File: src/hdl/tape_edge_to_sample_runs_unit_assert.svh
// assertion macros for the tape edge to sample runs unit
`ifndef TAPE_EDGE_TO_SAMPLE_RUNS_UNIT_ASSERT_SVH
`define TAPE_EDGE_TO_SAMPLE_RUNS_UNIT_ASSERT_SVH

// property checked at every clock edge outside reset
`define TESR_ASSERT(lbl, clk, rst_n, prop, msg) \
	lbl: assert property (@(posedge clk) disable iff (!rst_n) (prop)) else $error(msg);

// condition in one cycle implies a condition in the next cycle
`define TESR_ASSERT_NEXT(lbl, clk, rst_n, ante, cons, msg) \
	lbl: assert property (@(posedge clk) disable iff (!rst_n) (ante) |=> (cons)) \
		else $error(msg);

`endif

File: src/hdl/tesr_pkg.sv
// shared constants and types of the tape edge to sample runs unit
package tesr_pkg;

	localparam int BALANCE_BITS_DEF = 40;
	localparam int TICKS_BITS       = 32;
	localparam int DIVISOR_BITS     = 16;
	localparam int COUNT_BITS       = 40;
	localparam int SAMPLE_BITS      = 8;

	localparam logic [DIVISOR_BITS-1:0] TICKS_RESET = 16'd85;
	localparam logic [SAMPLE_BITS-1:0]  HIGH_SAMPLE = 8'hff;
	localparam logic [SAMPLE_BITS-1:0]  LOW_SAMPLE  = 8'h00;

	// control sequencer states
	typedef enum logic [1:0] {
		ST_IDLE,
		ST_DIV,
		ST_DONE
	} state_t;

	// divider status toward the sequencer
	typedef struct packed {
		logic busy;
		logic done;
	} div_sts_t;

endpackage

File: src/hdl/tesr_divider.sv
// bit-serial restoring divider, one quotient bit per cycle
module tesr_divider #(
	parameter int DVD_BITS = tesr_pkg::BALANCE_BITS_DEF
) (
	input  logic                              clk,
	input  logic                              arst_n,
	input  logic                              start,
	input  logic [DVD_BITS-1:0]               dividend,
	input  logic [tesr_pkg::DIVISOR_BITS-1:0] divisor,
	output logic [DVD_BITS-1:0]               quotient,
	output logic [tesr_pkg::DIVISOR_BITS-1:0] remainder,
	output tesr_pkg::div_sts_t                status
);

	localparam int DsrW = tesr_pkg::DIVISOR_BITS;
	localparam int CntW = $clog2(DVD_BITS + 1);

	logic [DVD_BITS-1:0] dvd_q;
	logic [DsrW-1:0]     rem_q;
	logic [DsrW-1:0]     dsr_q;
	logic [CntW-1:0]     cnt_q;
	logic                busy_q;
	logic                done_q;

	logic [DsrW:0] part;
	logic [DsrW:0] diff;
	logic          ge;

	// shift in the next dividend bit and try the subtract
	assign part = {rem_q, dvd_q[DVD_BITS-1]};
	assign diff = part - {1'b0, dsr_q};
	assign ge   = (part >= {1'b0, dsr_q});

	always_ff @(posedge clk or negedge arst_n) begin
		if (!arst_n) begin
			busy_q <= 1'b0;
			done_q <= 1'b0;
			cnt_q  <= '0;
		end else begin
			done_q <= 1'b0;
			if (start) begin
				busy_q <= 1'b1;
				cnt_q  <= CntW'(DVD_BITS);
			end else if (busy_q) begin
				cnt_q <= cnt_q - CntW'(1);
				if (cnt_q == CntW'(1)) begin
					busy_q <= 1'b0;
					done_q <= 1'b1;
				end
			end
		end
	end

	always_ff @(posedge clk) begin
		if (start) begin
			dvd_q <= dividend;
			rem_q <= '0;
			dsr_q <= divisor;
		end else if (busy_q) begin
			dvd_q <= {dvd_q[DVD_BITS-2:0], ge};
			rem_q <= ge ? diff[DsrW-1:0] : part[DsrW-1:0];
		end
	end

	assign quotient    = dvd_q;
	assign remainder   = rem_q;
	assign status.busy = busy_q;
	assign status.done = done_q;

endmodule

File: src/hdl/tape_edge_to_sample_runs_unit.sv
// top level of the tape edge to sample runs unit
//
// channel  | dir | transaction carries
// ---------+-----+-----------------------------------------------------------
// s_*      | in  | one tape edge: ticks in tdata, flags in tuser, tape end in tlast
// m_*      | out | one run: sample count and sample byte in tdata, last run in tlast
// cfg_*    | in  | write of ticks_per_sample
//
// an edge event runs in steps: the sequencer takes the transaction and adds its ticks,
// the bit-serial divider works through the balance, the sequencer sees it finish, and the
// rounding step rounds and loads the output register; a no-edge event is only taken and added
// reset clears level, balance, sequencer and output valid; ticks_per_sample goes to 85
// the output register holds a run while m_tready is low and the next event is
// still taken; the sequencer waits in its last step only if that register is full
module tape_edge_to_sample_runs_unit #(
	parameter int BALANCE_BITS = tesr_pkg::BALANCE_BITS_DEF
) (
	input  logic        clk,
	input  logic        arst_n,
	// edge event input
	input  logic        s_tvalid,
	output logic        s_tready,
	input  logic [31:0] s_tdata,  // [31:0] pulse_ticks
	input  logic [3:0]  s_tuser,  // [0] no_edge, [1] force_low, [2] force_high, [3] stop_mark
	input  logic        s_tlast,  // tape_end
	// run output
	output logic        m_tvalid,
	input  logic        m_tready,
	output logic [47:0] m_tdata,  // [39:0] sample_count, [47:40] sample_value
	output logic        m_tlast,  // last_run
	// ticks_per_sample write
	input  logic        cfg_valid,
	output logic        cfg_ready,
	input  logic [15:0] cfg_data
);

	`include "tape_edge_to_sample_runs_unit_assert.svh"

	localparam int DsrW   = tesr_pkg::DIVISOR_BITS;
	localparam int TickW  = tesr_pkg::TICKS_BITS;
	localparam int CountW = tesr_pkg::COUNT_BITS;
	localparam int SampW  = tesr_pkg::SAMPLE_BITS;
	localparam int CntW   = BALANCE_BITS + 1;

	// tuser flag positions
	localparam int UNoEdge    = 0;
	localparam int UForceLow  = 1;
	localparam int UForceHigh = 2;
	localparam int UStopMark  = 3;

	tesr_pkg::state_t   state_q, state_n;
	tesr_pkg::div_sts_t div_sts;

	logic [DsrW-1:0]         tps_q;      // ticks per sample
	logic                    level_q;    // signal level
	logic [BALANCE_BITS-1:0] balance_q;  // running tick balance
	logic                    tape_end_q;

	logic                    m_tvalid_q;
	logic [CountW-1:0]       m_count_q;
	logic [SampW-1:0]        m_value_q;
	logic                    m_last_q;

	logic                    in_accept;
	logic                    no_edge;
	logic                    div_start;
	logic                    out_free;
	logic                    out_load;
	logic                    level_n;
	logic [DsrW-1:0]         eff_div;
	logic [BALANCE_BITS:0]   sum_wide;
	logic [BALANCE_BITS-1:0] sum_sat;
	logic [BALANCE_BITS-1:0] quotient;
	logic [DsrW-1:0]         remainder;
	logic                    round_up;
	logic [CntW-1:0]         count_wide;
	logic [CountW-1:0]       count_sat;

	assign in_accept = s_tvalid && s_tready;
	assign no_edge   = s_tuser[UNoEdge];
	assign out_free  = !m_tvalid_q || m_tready;
	assign cfg_ready = 1'b1;

	// a zero divisor counts as one
	assign eff_div = (tps_q == '0) ? DsrW'(1) : tps_q;

	// saturating add of the event's ticks into the balance
	assign sum_wide = {1'b0, balance_q} + (BALANCE_BITS + 1)'(s_tdata[TickW-1:0]);
	assign sum_sat  = sum_wide[BALANCE_BITS] ? '1 : sum_wide[BALANCE_BITS-1:0];

	// level update: forces win over toggle, low over high, no-edge holds, as do zero ticks with no flag
	always_comb begin
		level_n = level_q;
		if ((s_tdata != '0) || s_tuser[UStopMark] || s_tuser[UForceLow]
				|| s_tuser[UForceHigh]) begin
			if (no_edge) begin
				level_n = level_q;
			end else if (s_tuser[UForceLow]) begin
				level_n = 1'b0;
			end else if (s_tuser[UForceHigh]) begin
				level_n = 1'b1;
			end else begin
				level_n = ~level_q;
			end
		end
	end

	tesr_divider #(
		.DVD_BITS(BALANCE_BITS)
	) u_div (
		.clk      (clk),
		.arst_n   (arst_n),
		.start    (div_start),
		.dividend (sum_sat),
		.divisor  (eff_div),
		.quotient (quotient),
		.remainder(remainder),
		.status   (div_sts)
	);

	// remainder above half the divisor rounds the run up and empties the balance
	assign round_up   = (remainder > (eff_div >> 1));
	assign count_wide = {1'b0, quotient} + CntW'(round_up);

	generate
		if (CntW > CountW) begin : g_sat
			assign count_sat = (|count_wide[CntW-1:CountW]) ? '1 : count_wide[CountW-1:0];
		end else begin : g_ext
			assign count_sat = CountW'(count_wide);
		end
	endgenerate

	// sequencer next state
	always_comb begin
		state_n = state_q;
		case (state_q)
			tesr_pkg::ST_IDLE: begin
				if (in_accept && !no_edge) begin
					state_n = tesr_pkg::ST_DIV;
				end
			end
			tesr_pkg::ST_DIV: begin
				if (div_sts.done) begin
					state_n = tesr_pkg::ST_DONE;
				end
			end
			tesr_pkg::ST_DONE: begin
				if (out_free) begin
					state_n = tesr_pkg::ST_IDLE;
				end
			end
			default: begin
				state_n = tesr_pkg::ST_IDLE;
			end
		endcase
	end

	// sequencer outputs
	always_comb begin
		s_tready  = 1'b0;
		div_start = 1'b0;
		out_load  = 1'b0;
		case (state_q)
			tesr_pkg::ST_IDLE: begin
				s_tready  = 1'b1;
				div_start = s_tvalid && !no_edge;
			end
			tesr_pkg::ST_DONE: begin
				out_load = out_free;
			end
			default: begin
				s_tready = 1'b0;
			end
		endcase
	end

	always_ff @(posedge clk or negedge arst_n) begin
		if (!arst_n) begin
			state_q    <= tesr_pkg::ST_IDLE;
			tps_q      <= tesr_pkg::TICKS_RESET;
			level_q    <= 1'b0;
			balance_q  <= '0;
			m_tvalid_q <= 1'b0;
		end else begin
			state_q <= state_n;
			if (cfg_valid && cfg_ready) begin
				tps_q <= cfg_data;
			end
			if (in_accept) begin
				level_q   <= level_n;
				balance_q <= sum_sat;
			end else if (out_load) begin
				balance_q <= round_up ? '0 : BALANCE_BITS'(remainder);
			end
			if (out_load) begin
				m_tvalid_q <= 1'b1;
			end else if (m_tready) begin
				m_tvalid_q <= 1'b0;
			end
		end
	end

	// run payload
	always_ff @(posedge clk) begin
		if (in_accept) begin
			tape_end_q <= s_tlast;
		end
		if (out_load) begin
			m_count_q <= count_sat;
			m_value_q <= level_q ? tesr_pkg::HIGH_SAMPLE : tesr_pkg::LOW_SAMPLE;
			m_last_q  <= tape_end_q;
		end
	end

	assign m_tvalid = m_tvalid_q;
	assign m_tdata  = {m_value_q, m_count_q};
	assign m_tlast  = m_last_q;

	// an edge event always starts a division
	`TESR_ASSERT_NEXT(a_edge_starts_div, clk, arst_n, in_accept && !no_edge, state_q == tesr_pkg::ST_DIV && div_sts.busy, "edge event did not start the divider")
	// the divider finishes only while the sequencer waits for it
	`TESR_ASSERT(a_done_in_div, clk, arst_n, div_sts.done |-> state_q == tesr_pkg::ST_DIV, "divider finished outside the divide step")
	// after a run the balance is below the divisor
	`TESR_ASSERT_NEXT(a_balance_reduced, clk, arst_n, out_load, balance_q < BALANCE_BITS'(eff_div), "balance not reduced below divisor after a run")
	// a run appears only from the rounding step
	`TESR_ASSERT(a_out_from_done, clk, arst_n, $rose(m_tvalid_q) |-> $past(state_q) == tesr_pkg::ST_DONE, "run loaded outside the rounding step")

endmodule
File: config.mk
export PLATFORM = sky130hd
export DESIGN_NAME = tape_edge_to_sample_runs_unit
export DESIGN_NICKNAME = d
export VERILOG_FILES = /design/src/hdl/tesr_pkg.sv /design/src/hdl/tesr_divider.sv /design/src/hdl/tape_edge_to_sample_runs_unit.sv
export VERILOG_INCLUDE_DIRS = /design/src /design/src/hdl
export SDC_FILE = /design/constraint.sdc
export NUM_CORES = 1
export LEC_CHECK = 0
export BUFFER_PORTS_ARGS = -buffer_cell sky130_fd_sc_hd__buf_4
export CAP_MARGIN = 10
export CELL_PAD_IN_SITES_DETAIL_PLACEMENT = 0
export CELL_PAD_IN_SITES_GLOBAL_PLACEMENT = 1
export CORE_MARGIN = 4
export CORE_UTILIZATION = 47
export DETAILED_ROUTE_END_ITERATION = 10
export MAX_ROUTING_LAYER = met4
export PLACE_DENSITY_LB_ADDON = 0.08
export SLEW_MARGIN = 10
export SYNTH_ARGS = -nofsm -noshare
export SYNTH_HDL_FRONTEND = slang
export SYNTH_SLANG_ARGS = --single-unit
File: constraint.sdc
create_clock -name clk -period 6.68 [get_ports clk]
set_input_delay 1.336 -clock clk [delete_from_list [all_inputs] [get_ports clk]]
set_output_delay 1.336 -clock clk [all_outputs]
set_load 0.01 [all_outputs]
# After elaboration in Yosys (flattened, before gate mapping)
# Cells that the tools add are included.
[totals] reg_bits=190 latchBits=0 ramBits=0 mem_bits_ro=0 inputBits=58 output_inout_bits=52 elab_cells=75 n_memories=0
[classes] addsub=4 multipliers=0 n_div=0 n_lt_le_gt_ge=2 eq_ne=6 shift=0 mux=28 n_bitwise=2 reduce_logical=17
[op_table] operator="$mux W40" n=5
[op_table] operator="$mux W16" n=3
[op_table] operator="$add A40 B1 Y41" n=1
[op_table] operator="$add A40 B32 Y41" n=1
[op_table] operator="$reduce_bool A32 Y1" n=1
[op_table] operator="$ge A17 B16 Y1" n=1
[op_table] operator="$gt A16 B15 Y1" n=1
[op_table] operator="$logic_not A16 Y1" n=1
[op_table] operator="$sub A16 B16 Y16" n=1
[op_table] operator="$mux W1" n=13
[op_table] operator="$mux W6" n=2
[op_table] operator="$mux W8" n=1
[op_table] operator="$eq A6 B1 Y1 const B" n=1
[op_table] operator="$mux W2" n=3
[op_table] operator="$pmux W2 S3" n=1
[op_table] operator="$reduce_and A3 Y1" n=2
[op_table] operator="$reduce_bool A2 Y1" n=3
[op_table] operator="$sub A6 B1 Y6 const B" n=1
[op_table] operator="$logic_or A1 B1 Y1" n=4
[op_table] operator="$ne A2 B2 Y1 const B" n=2
[op_table] operator="$logic_and A1 B1 Y1" n=3
[op_table] operator="$eq A2 B1 Y1 const B" n=1
[op_table] operator="$eq A2 B2 Y1 const B" n=1
[op_table] operator="$logic_not A1 Y1" n=2
[op_table] operator="other kinds (3)" n=4

# Longest topological paths before layout
[logic_depth] ltp_word=6 mapped_depth=19 depth_no_buf=19

# Hierarchy
# A second synthesis with hierarchy kept.
[hier_totals] cells_unflattened=1141 hier_area_um2=11444.7
[by_module_without_submodules] mod="tape_edge_to_sample_runs_unit" instances=1 cells_each=784 area_each_um2=7220.7 seq_area_each_um2=2797.7
[by_module_without_submodules] mod="tesr_divider" instances=1 cells_each=357 area_each_um2=4224.1 seq_area_each_um2=2202.1

# Worst setup path before layout
# OpenSTA, ideal clock, no wires.
[synth_path] path_type="input-to-reg" from="input m_tready" to="register balance_q[11]" setup_time_ps=67 arrival_ps=4008 required_time_ps=6613 path_slack_ps=2605 stages=7 path_buffers=2 cell_sequence="nand2b_1 nand2b_1 clkbuf_1 clkinv_1 nor2_1 clkbuf_1 a221o_1"
[synth_between] elab_chain_cells=3
[synth_lines] item="start, declared" line_no="tape_edge_to_sample_runs_unit.sv:28" rtl="input logic m_tready,"
[synth_lines] item="$logic_or A1 B1 Y1" line_no="tape_edge_to_sample_runs_unit.sv:81" rtl="assign out_free = !m_tvalid_q || m_tready;"
[synth_lines] item="$mux W1" line_no="tape_edge_to_sample_runs_unit.sv:163" rtl="case (state_q)"
[synth_lines] item="named net out_load" line_no="tape_edge_to_sample_runs_unit.sv:68" rtl="logic out_load;"
[synth_lines] item="$reduce_bool A2 Y1 (no source line)"
[synth_lines] item="end signal, assigned" line_no="tape_edge_to_sample_runs_unit.sv:191" rtl="balance_q <= sum_sat;"
[synth_lines] item="end signal, assigned" line_no="tape_edge_to_sample_runs_unit.sv:193" rtl="balance_q <= round_up ? '0 : BALANCE_BITS'(remainder);"
[synth_lines] item="end, declared" line_no="tape_edge_to_sample_runs_unit.sv:56" rtl="logic [BALANCE_BITS-1:0] balance_q;"
# The timed path passes the listed nets, and every way through them passes these cells.
# A chain may end at the register's enable or synchronous reset.

# Final worst setup path
[layout_path] from="register tps_q[2]" to="register m_count_q[2] (data pin)"
[layout_between] elab_chain_cells=4
[layout_lines] item="start, declared" line_no="tape_edge_to_sample_runs_unit.sv:54" rtl="logic [DsrW-1:0] tps_q;"
[layout_lines] item="start signal, assigned" line_no="tape_edge_to_sample_runs_unit.sv:180" rtl="tps_q <= tesr_pkg::TICKS_RESET;"
[layout_lines] item="start signal, assigned" line_no="tape_edge_to_sample_runs_unit.sv:187" rtl="tps_q <= cfg_data;"
[layout_lines] item="$logic_not A16 Y1" line_no="tape_edge_to_sample_runs_unit.sv:85" rtl="assign eff_div = (tps_q == '0) ? DsrW'(1) : tps_q;"
[layout_lines] item="$mux W16 (*)" line_no="tape_edge_to_sample_runs_unit.sv:85"
[layout_lines] item="$gt A16 B15 Y1 (*)" line_no="tape_edge_to_sample_runs_unit.sv:122" rtl="assign round_up = (remainder > (eff_div >> 1));"
[layout_lines] item="$add A40 B1 Y41 (*)" line_no="tape_edge_to_sample_runs_unit.sv:123" rtl="assign count_wide = {1'b0, quotient} + CntW'(round_up);"
[layout_lines] item="end signal, assigned" line_no="tape_edge_to_sample_runs_unit.sv:209" rtl="m_count_q <= count_sat;"
[layout_lines] item="end, declared" line_no="tape_edge_to_sample_runs_unit.sv:60" rtl="logic [CountW-1:0] m_count_q;"
# Every way passes the cells marked *; elsewhere a longest branch is shown, timed or not.

==> run summary <==
Die outline area: 26,400 um^2
Relative slew slack: 35.9%
H-tree depth: 4
Layout fillers: 2,164
Final Skew: 12.6 ps
DIE HEIGHT: 163 um
Starting DRT DRC Count: 604
Synth top area cells: edfxtp_1, dfrtp_1, ha_1
CTS tree: done
Routed Antenna Nets: 0
GPL Wtd Cong: 0.886
# port buffers: 108
Seq/Total Area, Yosys: 44.6%
Share of layout cells above drive strength 1: 15.0%
Design Area, Final: 12,700 um^2
Post-synth top area share: 26.5%
Syn Nets: 1,317
Maximum clock path buffer count: 2
Async set-reset flop share out of synthesis: 37.2%
Library cells used by synthesis: 80
RSZ-0062 raised after global routing: false
Mean Syn Cell Area: 9.43 um^2
Crit path kind: flop to flop
WL/cell: 18.4 um
Required time worst endpoint: 6950 ps
Post-synth EDFFs: 99
Worst-margin pin slew: 962 ps
DP HPWL: 21,800 um
Vias per cell: 5.58
Hold Vio Cnt, Final: 0
Period utilisation layout: 71.6%
Startpoint Class: flop
Pre-CTS WS: 1860 ps
Setup TNS Final: 0 ps
Global-route wire length before repair: 46,200 um
Vias in the first global route: 8,130
Pin count of the biggest net entering global routing: 69
Drt total wl: 29,300 um
LEAKAGE: 5.50 nW
IO Count: 110
Max Clk Rate: 209 MHz
Core area: 23,500 um^2
First-pass detailed-route iteration total: 5
Gate Count Post-Synth: 1,190
# rows: 56
Via count: 8,864
Min Tclk post-route: 4780 ps
Area after DPL: 12,200 um^2
Final setup violation count: 0
Initial antenna violation count: 0
Clock latency at the later pin of the worst-skew pair: 440 ps
DR DRC count: 0
CP arrival: 5050 ps
YS warnings: 0
Diodes inserted: 0
CP max FO: 36
Clock slew at reported path FFs: 80 ps
NumNets Final: 1,384
Initial Utilization: 47.8%
Tot GR Track Use: 23.0%
Setup ws final: 1900 ps
FF+latch count, synth: 183
CTS root buf: clkbuf_16
Worst hold margin: 423 ps
Crit. End Element: flop
Layout area overhead: 13.5%
Synthesized area: 11,200 um^2
GRT overflow: 0
Max VDD drop: 0.197 mV
R2r setup slk: 1900 ps
Main synth FF type: edfxtp_1
Inserted Clock Buffers: 17
Status: finished, final reports clean
Largest area contributor in the netlist: edfxtp_1
Final Max Tran Viols: 0
Die X: 163 um
Clock sink count: 183
Max capacitance violation total: 0
PostCTS Resize Cnt: 0
Setup bufs post-CTS: 0
HP Class: flop to flop
Cts hold-fix bufs: 0
Power Dens Cells: 458 nW/um^2
[layout by cell type (no fill, tap or decap), types with 18 or more instances in the layout]
| cell | instances |
|---|---|
| xnor2_1 | 37 |
| inv_1 | 54 |
| dfrtp_1 | 64 |
| nand3_1 | 40 |
| a21oi_1 | 67 |
| edfxtp_1 | 99 |
| buf_4 | 116 |
| nand2_1 | 163 |
| xor2_1 | 34 |
| ha_1 | 67 |
| a21o_1 | 21 |
| nand2b_1 | 18 |
| o21ai_0 | 106 |
| nand4_1 | 19 |
| nor2_1 | 81 |
[cells by family after synthesis]
| logic type | Yosys count | share of synthesized area (%) |
|---|---|---|
| and+or+nand+nor | 417 | 17.8 |
| AOI/OAI and AO/OA | 303 | 17.5 |
| DFF | 183 | 44.6 |
| buffers and inverters | 124 | 4.77 |
| xor gates and xnor gates | 71 | 5.54 |
| adders and majority gates | 69 | 7.83 |
| muxes | 22 | 2.03 |
| other | 1 | 0.0334 |
[worst max-delay path: stages, from the launching register on]
cell	delay (ps)
dfstp_2	580
inv_1	60
ha_1	290
nor2b_1	120
o21a_1	110
o21ai_0	80
a211o_1	250
o21ai_0	220
a21oi_1	100
a21oi_1	350
ha_1	280
ha_1	250
and4_1	270
nand4_1	200
or2_2	410
nor2_4	230
nand3_2	540
nand2_1	250
[flip-flops by register name (all words and copies together) (netlist names), 2 cells and up]
name	cells
balance_q	40
m_count_q	40
state_q	2
tps_q	16
u_div.cnt_q	6
u_div.dsr_q	16
u_div.quotient	40
u_div.remainder	16
[synth_stat cells, types with 17 or more instances]
cell,n
a21o_1,21
a21oi_1,67
a31oi_1,17
clkbuf_1,44
dfrtp_1,64
edfxtp_1,99
ha_1,67
inv_1,54
nand2_1,163
nand2b_1,19
nand3_1,40
nand4_1,19
nor2_1,82
o21ai_0,106
xnor2_1,37
xor2_1,34
[worst paths after layout]
kind,from,to,depth (start not counted)
hold / removal,tape_end_q,m_tlast,0
setup reg to reg,tps_q[2],m_count_q[2],17
setup / recovery,tps_q[2],m_count_q[2],17
hold reg to reg,tape_end_q,m_tlast,0
max in group asynchronous,arst_n,state_q[0],1
min in group asynchronous,arst_n,balance_q[20],1
[cell type report]
| type | instances | area [um^2] | area share [%] |
|---|---|---|---|
| Tap cell | 319 | 399 | 3.13 |
| Multi-Input combinational cell | 883 | 5690 | 44.7 |
| Clock buffer | 18 | 429 | 3.37 |
| Clock inverter | 14 | 138 | 1.08 |
| Sequential cell | 183 | 5000 | 39.3 |
| Timing Repair Buffer | 116 | 871 | 6.84 |
| Inverter | 56 | 210 | 1.65 |
[where the power goes]
| part | leakage [nW] | internal (mW) | switching [mW] |
|---|---|---|---|
| clock | 0.276 | 0.496 | 0.495 |
| combinational | 3.30 | 1.16 | 1.62 |
| sequential | 1.92 | 1.66 | 0.404 |
[routing by layer]
metal / wire (um) / global-route usage, %
met5: 0 / -
met4: 552 / 6.92
met3: 1700 / 3.80
met2: 12700 / 32.8
met1: 14400 / 33.8
[metrics by stage]
| step | instances | total power, mW | util [%] |
|---|---|---|---|
| after floorplan | 1190 | 4.05 | - |
| after global placement | 1557 | 4.80 | 51.8 |
| after detailed placement | 1557 | 4.83 | 51.8 |
| after CTS | 1589 | 5.83 | 54.3 |
| after global routing | 1589 | 6.30 | 54.3 |
| final | 1589 | 5.83 | 54.3 |
Power figures use the tool's default switching activity.
